`config.mk`:
```
export PLATFORM = sky130hd
export DESIGN_NAME = sorted_can_id_last_value_table_top
export DESIGN_NICKNAME = d
export VERILOG_FILES = /design/src/hdl/sclvt_pkg.sv /design/src/hdl/sorted_can_id_last_value_table_top.sv /design/src/hdl/sclvt_front.sv /design/src/hdl/sclvt_queue.sv /design/src/hdl/sclvt_back.sv
export SDC_FILE = /design/constraint.sdc
export NUM_CORES = 2
export LEC_CHECK = 0
export BUFFER_PORTS_ARGS = -buffer_cell sky130_fd_sc_hd__clkbuf_2
export CORE_UTILIZATION = 56
export DETAILED_ROUTE_END_ITERATION = 10
export GPL_ROUTABILITY_DRIVEN = 0
export HOLD_SLACK_MARGIN = 0.08
export MAX_ROUTING_LAYER = met4
export PLACE_DENSITY_LB_ADDON = 0.3
export SLEW_MARGIN = 10
export SYNTH_ARGS = -nofsm -noshare
export SYNTH_HDL_FRONTEND = slang
export SYNTH_HIERARCHICAL = 1
export SYNTH_SLANG_ARGS = --single-unit
```
`constraint.sdc`:
```
create_clock -name clk -period 11.1 [get_ports clk]
set_clock_uncertainty 0.1 [all_clocks]
set_input_delay 1.665 -clock clk [delete_from_list [all_inputs] [get_ports clk]]
set_output_delay 1.665 -clock clk [all_outputs]
set_load 0.1 [all_outputs]
```
`src/hdl/sclvt_pkg.sv`:
```
// ============================================================================
// sclvt_pkg
// Shared types and constants for the sorted CAN identifier last-value table.
// ============================================================================
package sclvt_pkg;

    localparam int ENTRIES     = 32;
    localparam int IDX_W       = $clog2(ENTRIES);
    localparam int CNT_W       = $clog2(ENTRIES + 1);
    localparam int KEY_W       = 30;
    localparam int LEN_W       = 4;
    localparam int DATA_W      = 64;
    localparam int RIDX_W      = 5;
    localparam int QUEUE_DEPTH = 2;
    localparam int QPTR_W      = $clog2(QUEUE_DEPTH);
    localparam int QCNT_W      = $clog2(QUEUE_DEPTH + 1);

    localparam logic [2:0] ACT_REPLACED = 3'd0;
    localparam logic [2:0] ACT_INSERTED = 3'd1;
    localparam logic [2:0] ACT_APPENDED = 3'd2;
    localparam logic [2:0] ACT_DROPPED  = 3'd3;
    localparam logic [2:0] ACT_READ_OK  = 3'd4;
    localparam logic [2:0] ACT_READ_BAD = 3'd5;

    // One classified request as it travels from the front end to the back end.
    typedef struct packed {
        logic              is_read;
        logic [KEY_W-1:0]  key;
        logic [LEN_W-1:0]  length;
        logic [DATA_W-1:0] payload;
        logic [RIDX_W-1:0] read_index;
    } item_t;

    // One table entry.
    typedef struct packed {
        logic [KEY_W-1:0]  key;
        logic [LEN_W-1:0]  length;
        logic [DATA_W-1:0] payload;
    } entry_t;

endpackage

```
`src/hdl/sorted_can_id_last_value_table_top.sv`:
```
// ============================================================================
// sorted_can_id_last_value_table_top
// Last-value table for CAN frames, kept sorted by identifier key.
// ============================================================================
// The block holds up to 32 CAN frames, one per identifier, in ascending key
// order (standard frames first, then extended frames). An insert request
// replaces a matching entry, or goes in at its sorted place with later entries
// moved back; a full table loses its last entry, and a frame that sorts after
// every entry of a full table is dropped. A read request returns the entry at
// a position below the fill level. Requests are taken into an input register
// and a two-deep queue, so up to three requests can be accepted while the
// table sequencer is busy. The sequencer handles one request at a time. The
// time from acceptance to result is set by the scan and the shift through
// the table memory, one entry per cycle. The result is held in an output
// register until it is taken.
module sorted_can_id_last_value_table_top
(
    input  logic        clk,
    input  logic        rst_n,
    input  logic        in_valid,
    output logic        in_ready,
    input  logic        mode,
    input  logic        is_extended,
    input  logic [10:0] base_id,
    input  logic [17:0] ext_id,
    input  logic [3:0]  data_length,
    input  logic [63:0] payload,
    input  logic [4:0]  read_index,
    output logic        out_valid,
    input  logic        out_ready,
    output logic [2:0]  action,
    output logic [4:0]  position,
    output logic [5:0]  fill_level,
    output logic        out_is_extended,
    output logic [10:0] out_base_id,
    output logic [17:0] out_ext_id,
    output logic [3:0]  out_length,
    output logic [63:0] out_payload
);

    logic             push_valid;
    logic             push_ready;
    sclvt_pkg::item_t push_item;
    logic             pop_valid;
    logic             pop_ready;
    sclvt_pkg::item_t pop_item;

    sclvt_front u_front
    (
        .clk         (clk),
        .rst_n       (rst_n),
        .in_valid    (in_valid),
        .in_ready    (in_ready),
        .mode        (mode),
        .is_extended (is_extended),
        .base_id     (base_id),
        .ext_id      (ext_id),
        .data_length (data_length),
        .payload     (payload),
        .read_index  (read_index),
        .push_valid  (push_valid),
        .push_ready  (push_ready),
        .push_item   (push_item)
    );

    sclvt_queue u_queue
    (
        .clk        (clk),
        .rst_n      (rst_n),
        .push_valid (push_valid),
        .push_ready (push_ready),
        .push_item  (push_item),
        .pop_valid  (pop_valid),
        .pop_ready  (pop_ready),
        .pop_item   (pop_item)
    );

    sclvt_back u_back
    (
        .clk             (clk),
        .rst_n           (rst_n),
        .pop_valid       (pop_valid),
        .pop_ready       (pop_ready),
        .pop_item        (pop_item),
        .out_valid       (out_valid),
        .out_ready       (out_ready),
        .action          (action),
        .position        (position),
        .fill_level      (fill_level),
        .out_is_extended (out_is_extended),
        .out_base_id     (out_base_id),
        .out_ext_id      (out_ext_id),
        .out_length      (out_length),
        .out_payload     (out_payload)
    );

endmodule

```
`src/hdl/sclvt_front.sv`:
```
// ============================================================================
// sclvt_front
// Input stage: accepts requests, builds the sort key and registers the
// classified request until the queue takes it.
// ============================================================================
module sclvt_front
(
    input  logic                        clk,
    input  logic                        rst_n,
    input  logic                        in_valid,
    output logic                        in_ready,
    input  logic                        mode,
    input  logic                        is_extended,
    input  logic [10:0]                 base_id,
    input  logic [17:0]                 ext_id,
    input  logic [3:0]                  data_length,
    input  logic [63:0]                 payload,
    input  logic [4:0]                  read_index,
    output logic                        push_valid,
    input  logic                        push_ready,
    output sclvt_pkg::item_t            push_item
);

    logic             hold_valid_reg;
    sclvt_pkg::item_t hold_item_reg;
    sclvt_pkg::item_t item_next;

    // A standard frame keeps zero in the extension part of its key.
    always_comb
    begin
        item_next.is_read    = mode;
        item_next.key        = {is_extended, base_id, is_extended ? ext_id : 18'd0};
        item_next.length     = data_length;
        item_next.payload    = payload;
        item_next.read_index = read_index;
    end

    assign in_ready   = !hold_valid_reg || push_ready;
    assign push_valid = hold_valid_reg;
    assign push_item  = hold_item_reg;

    always_ff @(posedge clk or negedge rst_n)
    begin
        if (!rst_n)
        begin
            hold_valid_reg <= 1'b0;
        end
        else if (in_valid && in_ready)
        begin
            hold_valid_reg <= 1'b1;
        end
        else if (push_ready)
        begin
            hold_valid_reg <= 1'b0;
        end
    end

    always_ff @(posedge clk)
    begin
        if (in_valid && in_ready)
        begin
            hold_item_reg <= item_next;
        end
    end

endmodule

```
`src/hdl/sclvt_queue.sv`:
```
// ============================================================================
// sclvt_queue
// Short first-in first-out queue of classified requests between the front
// end and the table sequencer.
// ============================================================================
module sclvt_queue
(
    input  logic             clk,
    input  logic             rst_n,
    input  logic             push_valid,
    output logic             push_ready,
    input  sclvt_pkg::item_t push_item,
    output logic             pop_valid,
    input  logic             pop_ready,
    output sclvt_pkg::item_t pop_item
);

    sclvt_pkg::item_t                   slot_reg [sclvt_pkg::QUEUE_DEPTH];
    logic [sclvt_pkg::QPTR_W-1:0]       wr_ptr_reg;
    logic [sclvt_pkg::QPTR_W-1:0]       rd_ptr_reg;
    logic [sclvt_pkg::QCNT_W-1:0]       count_reg;
    logic                               do_push;
    logic                               do_pop;

    assign push_ready = (count_reg != sclvt_pkg::QCNT_W'(sclvt_pkg::QUEUE_DEPTH));
    assign pop_valid  = (count_reg != '0);
    assign pop_item   = slot_reg[rd_ptr_reg];
    assign do_push    = push_valid && push_ready;
    assign do_pop     = pop_valid && pop_ready;

    always_ff @(posedge clk or negedge rst_n)
    begin
        if (!rst_n)
        begin
            wr_ptr_reg <= '0;
            rd_ptr_reg <= '0;
            count_reg  <= '0;
        end
        else
        begin
            if (do_push)
            begin
                wr_ptr_reg <= (wr_ptr_reg == sclvt_pkg::QPTR_W'(sclvt_pkg::QUEUE_DEPTH - 1))
                              ? '0 : wr_ptr_reg + 1'b1;
            end
            if (do_pop)
            begin
                rd_ptr_reg <= (rd_ptr_reg == sclvt_pkg::QPTR_W'(sclvt_pkg::QUEUE_DEPTH - 1))
                              ? '0 : rd_ptr_reg + 1'b1;
            end
            if (do_push && !do_pop)
            begin
                count_reg <= count_reg + 1'b1;
            end
            else if (do_pop && !do_push)
            begin
                count_reg <= count_reg - 1'b1;
            end
        end
    end

    always_ff @(posedge clk)
    begin
        if (do_push)
        begin
            slot_reg[wr_ptr_reg] <= push_item;
        end
    end

endmodule

```
`src/hdl/sclvt_back.sv`:
```
// ============================================================================
// sclvt_back
// Table sequencer: holds the sorted table in a memory, scans it one entry per
// cycle for the key, shifts later entries back one per cycle and writes the
// new entry; serves reads and drives the registered result.
// ============================================================================
module sclvt_back
(
    input  logic             clk,
    input  logic             rst_n,
    input  logic             pop_valid,
    output logic             pop_ready,
    input  sclvt_pkg::item_t pop_item,
    output logic             out_valid,
    input  logic             out_ready,
    output logic [2:0]       action,
    output logic [4:0]       position,
    output logic [5:0]       fill_level,
    output logic             out_is_extended,
    output logic [10:0]      out_base_id,
    output logic [17:0]      out_ext_id,
    output logic [3:0]       out_length,
    output logic [63:0]      out_payload
);

    typedef enum logic [2:0] {
        ST_IDLE,
        ST_READ,
        ST_SCAN,
        ST_SHIFT,
        ST_PUT
    } state_t;

    state_t                          state_reg;
    sclvt_pkg::item_t                item_reg;
    logic [sclvt_pkg::IDX_W-1:0]     idx_reg;
    logic [sclvt_pkg::IDX_W-1:0]     shift_reg;
    logic [sclvt_pkg::CNT_W-1:0]     fill_reg;
    logic [2:0]                      act_reg;

    sclvt_pkg::entry_t               mem [sclvt_pkg::ENTRIES];
    sclvt_pkg::entry_t               rd_data_reg;

    logic                            mem_we;
    logic [sclvt_pkg::IDX_W-1:0]     mem_waddr;
    sclvt_pkg::entry_t               mem_wdata;
    logic                            mem_re;
    logic [sclvt_pkg::IDX_W-1:0]     mem_raddr;

    logic                            out_valid_reg;
    logic [2:0]                      action_reg;
    logic [4:0]                      position_reg;
    logic [5:0]                      fill_level_reg;
    sclvt_pkg::entry_t               out_entry_reg;

    logic                            full;
    logic [sclvt_pkg::IDX_W-1:0]     last_pos;
    logic [sclvt_pkg::CNT_W-1:0]     idx_plus_one;
    logic                            scan_less;
    logic                            scan_equal;
    logic                            read_in_range;
    sclvt_pkg::entry_t               new_entry;
    logic [sclvt_pkg::CNT_W-1:0]     fill_after_put;

    assign full          = (fill_reg == sclvt_pkg::CNT_W'(sclvt_pkg::ENTRIES));
    assign last_pos      = full ? sclvt_pkg::IDX_W'(sclvt_pkg::ENTRIES - 1)
                                : fill_reg[sclvt_pkg::IDX_W-1:0];
    assign idx_plus_one  = sclvt_pkg::CNT_W'(idx_reg) + 1'b1;
    assign scan_less     = (rd_data_reg.key < item_reg.key);
    assign scan_equal    = (rd_data_reg.key == item_reg.key);
    assign read_in_range = (sclvt_pkg::CNT_W'(pop_item.read_index) < fill_reg);
    assign new_entry     = '{key: item_reg.key, length: item_reg.length,
                             payload: item_reg.payload};
    assign fill_after_put = ((act_reg != sclvt_pkg::ACT_REPLACED) && !full)
                            ? fill_reg + 1'b1 : fill_reg;

    // A new request starts only with the result register empty, so the result
    // it leaves behind always has a free place to go.
    assign pop_ready = (state_reg == ST_IDLE) && !out_valid_reg;

    always_comb
    begin
        mem_we    = 1'b0;
        mem_waddr = idx_reg;
        mem_wdata = new_entry;
        mem_re    = 1'b0;
        mem_raddr = '0;
        case (state_reg)
            ST_IDLE:
            begin
                if (pop_valid && pop_ready)
                begin
                    mem_re    = 1'b1;
                    mem_raddr = pop_item.is_read
                                ? sclvt_pkg::IDX_W'(pop_item.read_index) : '0;
                end
            end
            ST_SCAN:
            begin
                if (scan_less)
                begin
                    if (idx_plus_one != fill_reg)
                    begin
                        mem_re    = 1'b1;
                        mem_raddr = idx_reg + 1'b1;
                    end
                end
                else if (!scan_equal && (last_pos > idx_reg))
                begin
                    mem_re    = 1'b1;
                    mem_raddr = last_pos - 1'b1;
                end
            end
            ST_SHIFT:
            begin
                mem_we    = 1'b1;
                mem_waddr = shift_reg;
                mem_wdata = rd_data_reg;
                if ((shift_reg - 1'b1) > idx_reg)
                begin
                    mem_re    = 1'b1;
                    mem_raddr = shift_reg - 2'd2;
                end
            end
            ST_PUT:
            begin
                mem_we = 1'b1;
            end
            default:
            begin
                mem_we = 1'b0;
            end
        endcase
    end

    always_ff @(posedge clk)
    begin
        if (mem_we)
        begin
            mem[mem_waddr] <= mem_wdata;
        end
        if (mem_re)
        begin
            rd_data_reg <= mem[mem_raddr];
        end
    end

    always_ff @(posedge clk or negedge rst_n)
    begin
        if (!rst_n)
        begin
            state_reg      <= ST_IDLE;
            fill_reg       <= '0;
            out_valid_reg  <= 1'b0;
            idx_reg        <= '0;
            shift_reg      <= '0;
            act_reg        <= sclvt_pkg::ACT_REPLACED;
            item_reg       <= '0;
            action_reg     <= sclvt_pkg::ACT_REPLACED;
            position_reg   <= '0;
            fill_level_reg <= '0;
            out_entry_reg  <= '0;
        end
        else
        begin
            if (out_valid_reg && out_ready)
            begin
                out_valid_reg <= 1'b0;
            end
            case (state_reg)
                ST_IDLE:
                begin
                    if (pop_valid && pop_ready)
                    begin
                        item_reg <= pop_item;
                        idx_reg  <= '0;
                        if (pop_item.is_read)
                        begin
                            if (read_in_range)
                            begin
                                state_reg <= ST_READ;
                            end
                            else
                            begin
                                out_valid_reg  <= 1'b1;
                                action_reg     <= sclvt_pkg::ACT_READ_BAD;
                                position_reg   <= pop_item.read_index;
                                fill_level_reg <= 6'(fill_reg);
                                out_entry_reg  <= '0;
                            end
                        end
                        else if (fill_reg == '0)
                        begin
                            act_reg   <= sclvt_pkg::ACT_APPENDED;
                            state_reg <= ST_PUT;
                        end
                        else
                        begin
                            state_reg <= ST_SCAN;
                        end
                    end
                end
                ST_READ:
                begin
                    out_valid_reg  <= 1'b1;
                    action_reg     <= sclvt_pkg::ACT_READ_OK;
                    position_reg   <= item_reg.read_index;
                    fill_level_reg <= 6'(fill_reg);
                    out_entry_reg  <= rd_data_reg;
                    state_reg      <= ST_IDLE;
                end
                ST_SCAN:
                begin
                    if (scan_less)
                    begin
                        if (idx_plus_one != fill_reg)
                        begin
                            idx_reg <= idx_reg + 1'b1;
                        end
                        else if (!full)
                        begin
                            // Larger than every entry: goes at the end.
                            idx_reg   <= fill_reg[sclvt_pkg::IDX_W-1:0];
                            act_reg   <= sclvt_pkg::ACT_APPENDED;
                            state_reg <= ST_PUT;
                        end
                        else
                        begin
                            out_valid_reg  <= 1'b1;
                            action_reg     <= sclvt_pkg::ACT_DROPPED;
                            position_reg   <= '0;
                            fill_level_reg <= 6'(fill_reg);
                            out_entry_reg  <= '0;
                            state_reg      <= ST_IDLE;
                        end
                    end
                    else if (scan_equal)
                    begin
                        act_reg   <= sclvt_pkg::ACT_REPLACED;
                        state_reg <= ST_PUT;
                    end
                    else
                    begin
                        act_reg   <= sclvt_pkg::ACT_INSERTED;
                        shift_reg <= last_pos;
                        state_reg <= (last_pos > idx_reg) ? ST_SHIFT : ST_PUT;
                    end
                end
                ST_SHIFT:
                begin
                    shift_reg <= shift_reg - 1'b1;
                    if ((shift_reg - 1'b1) <= idx_reg)
                    begin
                        state_reg <= ST_PUT;
                    end
                end
                ST_PUT:
                begin
                    fill_reg       <= fill_after_put;
                    out_valid_reg  <= 1'b1;
                    action_reg     <= act_reg;
                    position_reg   <= 5'(idx_reg);
                    fill_level_reg <= 6'(fill_after_put);
                    out_entry_reg  <= '0;
                    state_reg      <= ST_IDLE;
                end
                default:
                begin
                    state_reg <= ST_IDLE;
                end
            endcase
        end
    end

    assign out_valid       = out_valid_reg;
    assign action          = action_reg;
    assign position        = position_reg;
    assign fill_level      = fill_level_reg;
    assign out_is_extended = out_entry_reg.key[29];
    assign out_base_id     = out_entry_reg.key[28:18];
    assign out_ext_id      = out_entry_reg.key[17:0];
    assign out_length      = out_entry_reg.length;
    assign out_payload     = out_entry_reg.payload;

endmodule

```
== Yosys cells after proc, flatten, opt, wreduce, memory -nomap -nowiden ==
Memory sizes are Yosys's and may differ from the RTL's. A register that Yosys moved wholly into a read port is not among the register bits.
Index checks and enable logic that the tools add are counted.

* Reductions and logical operators: 33
* Add/subtract/negate cells: 10
* Eq/ne operators: 23
* Mux-type cells: 91
* Order comparisons: 5

{| class="wikitable"
|+ Operators by type and width
! operator !! number
|-
| 2-to-1 mux 98 bit || 7
|-
| case mux 98 bit (4 select lines) || 1
|-
| 2-to-1 mux 5 bit || 20
|-
| 2-to-1 mux 3 bit || 22
|-
| 2-to-1 mux 6 bit || 7
|-
| equality test 30 bit || 1
|-
| less-than comparator 30 bit || 1
|-
| case mux 6 bit (4 select lines) || 1
|-
| 2-to-1 mux 1 bit || 22
|-
| case mux 5 bit (2 select lines) || 2
|-
| case mux 5 bit (4 select lines) || 1
|-
| inequality test 2 bit (second input constant) || 8
|-
| case mux 5 bit (3 select lines) || 1
|-
| inequality test 3 bit (second input constant) || 4
|-
| case mux 3 bit (4 select lines) || 1
|-
| greater-than comparator 5 bit || 2
|-
| nonzero test 2 bit || 5
|-
| subtractor 5 x 1 -> 5 bit (second input constant) || 2
|-
| logical AND 1 bit || 9
|-
| case mux 3 bit (3 select lines) || 1
|-
| inequality test 2 x 1 -> 1 bit (second input constant) || 4
|-
| AND reduction 4 bit || 2
|-
| AND reduction 7 bit || 1
|-
| adder 5 x 1 -> 6 bit (second input constant) || 1
|-
| 26 further kinds || 36
|}

* Memory bits (writable): 3,344
* Input port bits: 108
* Output and inout bits: 114
* Logic and storage cells: 190
* Register bits after elaboration: 347
* Memories kept: 2

{| class="wikitable"
|+ Memories
! name !! words !! width !! rd ports !! clocked after Yosys merged registers in !! write ports !! RTL line !! source
|-
| u_back.mem || 32 || 98 || 1 || 1 || 1 || sclvt_back.sv:41 || <nowiki>sclvt_pkg::entry_t mem [sclvt_pkg::ENTRIES];</nowiki>
|-
| u_queue.slot_reg || 2 || 104 || 1 || 0 || 1 || sclvt_queue.sv:18 || <nowiki>sclvt_pkg::item_t slot_reg [sclvt_pkg::QUEUE_DEPTH];</nowiki>
|}

== Depth between registers and ports, before layout ==
* Word-level depth: 7
* Depth in mapped cells: 21
* Mapped depth without buffers: 17

== Modules after synthesis ==
The synthesis kept the hierarchy.

{| class="wikitable"
|+ By module, submodules not included
! module !! sequential area each (sq um) !! instances !! area each (sq um) !! cells each
|-
| sclvt_back || 103,043.8 || 1 || 135,228.4 || 10,101
|-
| sclvt_queue || 6,346.1 || 1 || 7,950.1 || 342
|-
| sclvt_front || 3,148.0 || 1 || 3,309.4 || 127
|}

== Worst setup path before layout ==
Ideal clock, no wire load.

* Path kind: register -> register
* Start: register u_back.state_reg[2]
* End: memory u_back/mem[0][0] (netlist bit) (enable)
* Cell stages (with the launch flop): 7
* Data arrival time: 6.014 ns
* Period minus slack after synthesis: 6.670 ns
* Required time: 10.444 ns
* Setup time: 0.556 ns
* Buffers on the path: 2
* Path slack: 4.430 ns
* Path through: dfrtp_1 clkbuf_1 nor3_1 clkbuf_1 mux2i_1 nand2_1 nor2_1

* Cells in the longest elaborated chain, start to end: 5
* Elaborated cells on any way between the ends: 7
* Those cells by class: eq/ne: 2; mux: 4; reduce/logical: 1

{| class="wikitable"
|+ Ends and longest elaborated chain
! what !! RTL line !! source
|-
| start: declaration || sclvt_back.sv:34 || <nowiki>state_t state_reg;</nowiki>
|-
| start signal: assignment || sclvt_back.sv:246 || <nowiki>state_reg <= (last_pos > idx_reg) ? ST_SHIFT : ST_PUT;</nowiki>
|-
| equality test 3 bit or equality test 3 x 2 -> 1 bit (tied branches) || sclvt_back.sv:88 || <nowiki>case (state_reg)</nowiki>
|-
| OR reduction 2 bit (no line) || - ||
|-
| 2-to-1 mux 1 bit || sclvt_back.sv:88 ||
|-
| 2-to-1 mux 1 bit || sclvt_back.sv:138 || <nowiki>if (mem_we)</nowiki>
|-
| 2-to-1 mux 1 bit (implied by the code) || sclvt_back.sv:140 || <nowiki>mem[mem_waddr] <= mem_wdata;</nowiki>
|-
| end: declaration || sclvt_back.sv:41 ||
|}

Several ways; a longest one is shown, not always the timed one.

== Worst setup path after layout ==
* Start: register u_back.state_reg[1]
* End: register, netlist name u_back/rd_data_reg[89]

* Cells in the longest elaborated chain, start to end: 5
* Elaborated cells on any way between the ends: 9
* Those cells by class: eq/ne: 2; mux: 4; reduce/logical: 3

{| class="wikitable"
|+ Ends and longest elaborated chain
! what !! RTL line !! source
|-
| logical NOT 3 bit || sclvt_back.sv:79, sclvt_back.sv:88 ||
|-
| logical AND 1 bit || sclvt_back.sv:79 || <nowiki>assign pop_ready = (state_reg == ST_IDLE) && !out_valid_reg;</nowiki>
|-
| logical AND 1 bit || sclvt_back.sv:91 || <nowiki>if (pop_valid && pop_ready)</nowiki>
|-
| 2-to-1 mux 5 bit or 2-to-1 mux 1 bit (tied branches) || sclvt_back.sv:91 ||
|-
| case mux 5 bit (3 select lines) or case mux 1 bit (3 select lines) (tied branches) || sclvt_back.sv:88 ||
|}

Several ways; a longest one is shown, not always the timed one.
A chain may end at the register's enable or synchronous reset.

==> results.sh <==
export IMPL_vias=92700
export IMPL_worstSkewPairLatency_ns=0.99
export IMPL_power_leakage_uw=0.0583
export IMPL_ys_ff_latch=3788
export IMPL_drive_gt1_share_pct=10.5
export IMPL_worst_pin_slew_ns=1.33
export IMPL_powerDensity_mw_per_mm2=285
export IMPL_cts_max_path_buffers=4
export IMPL_hold_violations=0
export IMPL_synth_edf_count=3546
export IMPL_routed_wl_met2_um=191000
export IMPL_hold_buffers=0
export IMPL_grtUsageTotal_pct=32.1
export IMPL_core_area_mm2=0.260
export IMPL_wl_met1_um=153000
export IMPL_max_slew_margin_pct=11.4
export IMPL_htreeDepth=5
export IMPL_period_needed_ns=7.24
export IMPL_cts_resized=0
export IMPL_grt_pass1_wl_um=597000
export IMPL_placed_cells=13900
export IMPL_routed_top_layer="met4"
export IMPL_finalSetupViolCount=0
export IMPL_syn2layout_area_growth_pct=11.8
export IMPL_holdCritStartpoint="u_front/push_item[49]"
export IMPL_ys_types=64
export IMPL_endpoint_kind="flip-flop"
export IMPL_rr_startpoint="u_back/state_reg[1]"
export IMPL_final_util_pct=63.0
export IMPL_synthCells=10600
export IMPL_syn_nets=10700
export IMPL_fin_nets=10900
export IMPL_die_h_um=513
export IMPL_ir_drop_mv=0.453
export IMPL_cts_setup_buffers=0
export IMPL_drc=0
export IMPL_layoutNonFillerInstCount=14500
export IMPL_grt_ovfl_total=0
export IMPL_wl_met3_um=55600
export IMPL_synthArstFlopShare_pct=6.39
export IMPL_whs_endpoint="u_queue/slot_reg[0][49]"
export IMPL_synth_area_per_cell_um2=13.9
export IMPL_ant_nets=0
export IMPL_drt_iter0_drc=13800
export IMPL_critPathKind="reg -> reg"
export IMPL_status="complete, no violations"
export IMPL_antenna_found_initial=8
export IMPL_ys_seq_area_share_pct=76.8
export IMPL_numCtsBuffers=379
export IMPL_crit_path_start_kind="flip-flop"
export IMPL_post_drt_wl_per_cell_um=28.6
export IMPL_arrival_ns=7.97
export IMPL_cts_root_buf="clkbuf_16"
export IMPL_die_area_mm2=0.264
export IMPL_crit_fanout=90
export IMPL_numClockSinks=3788
export IMPL_cap_violations=0
export IMPL_io_buffers=221
export IMPL_fin_crit_sh_pct=65.2
export IMPL_hold_slack_ns=0.306
export IMPL_initial_utilization_pct=56.4
export IMPL_grt_max_degree=193
export IMPL_rr_endpoint="u_back/rd_data_reg[89]"
export IMPL_worstPathRequired_ns=11.83
export IMPL_hpwl_um=205000
export IMPL_largest_reg_flops=3136
export IMPL_firstDrtPassIters=9
export IMPL_fin_tns_setup_ns=0
export IMPL_rsz0062_at_grt="no"
export IMPL_fmax_mhz=138
export IMPL_clkTransAtPathRegs_ns=0.06
export IMPL_yosys_warnings=6
export IMPL_worst_r2r_path_depth=13
export IMPL_hold_depth=0
export IMPL_fp_dieW_um=513
export IMPL_finalWirelength_um=416000
export IMPL_rrSetupSlack_ns=3.86
export IMPL_ys_flop_type="edfxtp_1"
export IMPL_fp_row_count=187
export IMPL_ios=222
export IMPL_grt_pass1_vias=87500
export IMPL_final_max_slew_violation_count=0
export IMPL_drt_vias_per_instance=6.38
export IMPL_netlist_area_mm2=0.146
export IMPL_cts_tree="yes"
export IMPL_hp_class="reg -> reg"
==> synth_stat cells, drive strengths merged (7+ instances only) <==
cell,n,area (um2)
edfxtp,3546,106000
a21oi,45,229
and3,11,68.8
a31oi,299,1870
o2111ai,98,858
o21ai,101,505
mux2,111,1440
clkbuf,443,1660
mux2i,295,2950
nand4,398,2490
a22o,98,858
inv,54,203
and2,24,169
xnor2,17,149
o31ai,7,52.6
o22ai,7,43.8
nand2,3286,12300
nand3,1083,5420
dfrtp,242,6060
nor2,66,250
buf,196,1020
ha,52,651
nor3,16,85.1
==> where the power goes <==
group / switching [uW] / internal, uW / total, uW / leakage, uW
Clock: 5220 / 7360 / 12600 / 0.00595
Sequential: 708 / 18800 / 19500 / 0.0354
Combinational: 11100 / 3490 / 14600 / 0.0169
==> layout by cell type (no fill, tap or decap), types with 6 or more instances in the layout <==
cell,n
clkbuf_2,220
mux2i_1,295
o21ai_0,70
nor2_1,28
a31oi_1,299
bufinv_16,33
o31ai_1,7
nand3_1,1082
diode_2,10
and2_2,15
mux2_2,61
edfxtp_1,3546
a21oi_1,44
ha_1,52
nor3_1,12
nand4_1,398
clkinv_2,61
xor2_1,6
xnor2_1,17
a21o_1,6
buf_12,26
o21ai_1,25
and3_1,9
clkinv_1,55
nor2_4,38
a22o_1,98
nand2_1,3284
buf_4,176
mux2_4,50
clkinvlp_4,9
o22ai_1,7
clkbuf_16,390
clkbuf_1,91
dfrtp_1,241
clkbuf_8,27
inv_1,52
o2111ai_1,98
==> logic make-up (layout without fill, tap and decap cells) <==
family          after synthesis  after routing  synth area share (%)
compound gates              694            694                  3.25
other cells                   0             10                     0
flops                      3788           3788                  76.8
simple gates               4911           4911                  14.3
buf+inv                     694           1155                  1.98
fa+ha+maj                    52             52                 0.444
mux                         407            407                  3.01
xor+xnor                     24             24                 0.153
==> worst max path at each step <==
stage / end / depth (start not counted) / start
2_1_floorplan: u_back/mem[0][0] / 6 / u_back/state_reg[2]
3_3_place_gp: u_back/rd_data_reg[87] / 13 / u_back/state_reg[1]
3_5_place_dp: u_back/rd_data_reg[81] / 13 / u_back/state_reg[1]
4_1_cts: u_back/rd_data_reg[85] / 13 / u_back/state_reg[1]
5_1_grt: u_back/rd_data_reg[85] / 13 / u_back/state_reg[1]
6_report: u_back/rd_data_reg[89] / 13 / u_back/state_reg[1]
==> worst max-delay path, cell delays in order (launching register included) <==
cell and delay, ns:
dfrtp_1 0.58, inv_2 0.19, or3_1 0.67, a21oi_1 0.86, nand2_1 0.26, a211oi_1 0.66
or3_4 0.55, buf_4 0.75, buf_4 0.73, buf_4 0.89, nand2_1 0.14, a31oi_1 0.23
nand4_1 0.16, nand4_1 0.12
==> stage by stage <==
step | instance area (um2) | setup WS, ns | total power [uW]
3_5_place_dp | 152000 | 4.27 | 34100
3_3_place_gp | 152000 | 4.43 | 33600
4_1_cts | 164000 | 4.24 | 46500
5_1_grt | 164000 | 3.63 | 48300
2_1_floorplan | 146000 | 4.43 | 29100
6_report | 164000 | 3.86 | 46700
==> routing by layer <==
metal  GRT usage [%]  vias to the layer above
li1                -                    39200
met1            44.0                    46100
met2            48.3                     6431
met3            6.50                     1086
met4            11.2                        0
met5               -                        -
==> area by class of cell <==
type | instances | area [um2]
flip-flops and latches | 3788 | 113000
fillers | 18200 | 96200
multi-input cells | 6088 | 31500
clock buffers | 508 | 10500
well taps | 3496 | 4370
repair buffers | 425 | 2990
clock inverters | 167 | 1670
inverters | 55 | 206
diodes | 10 | 25.0
Power figures use the tool's default switching activity.
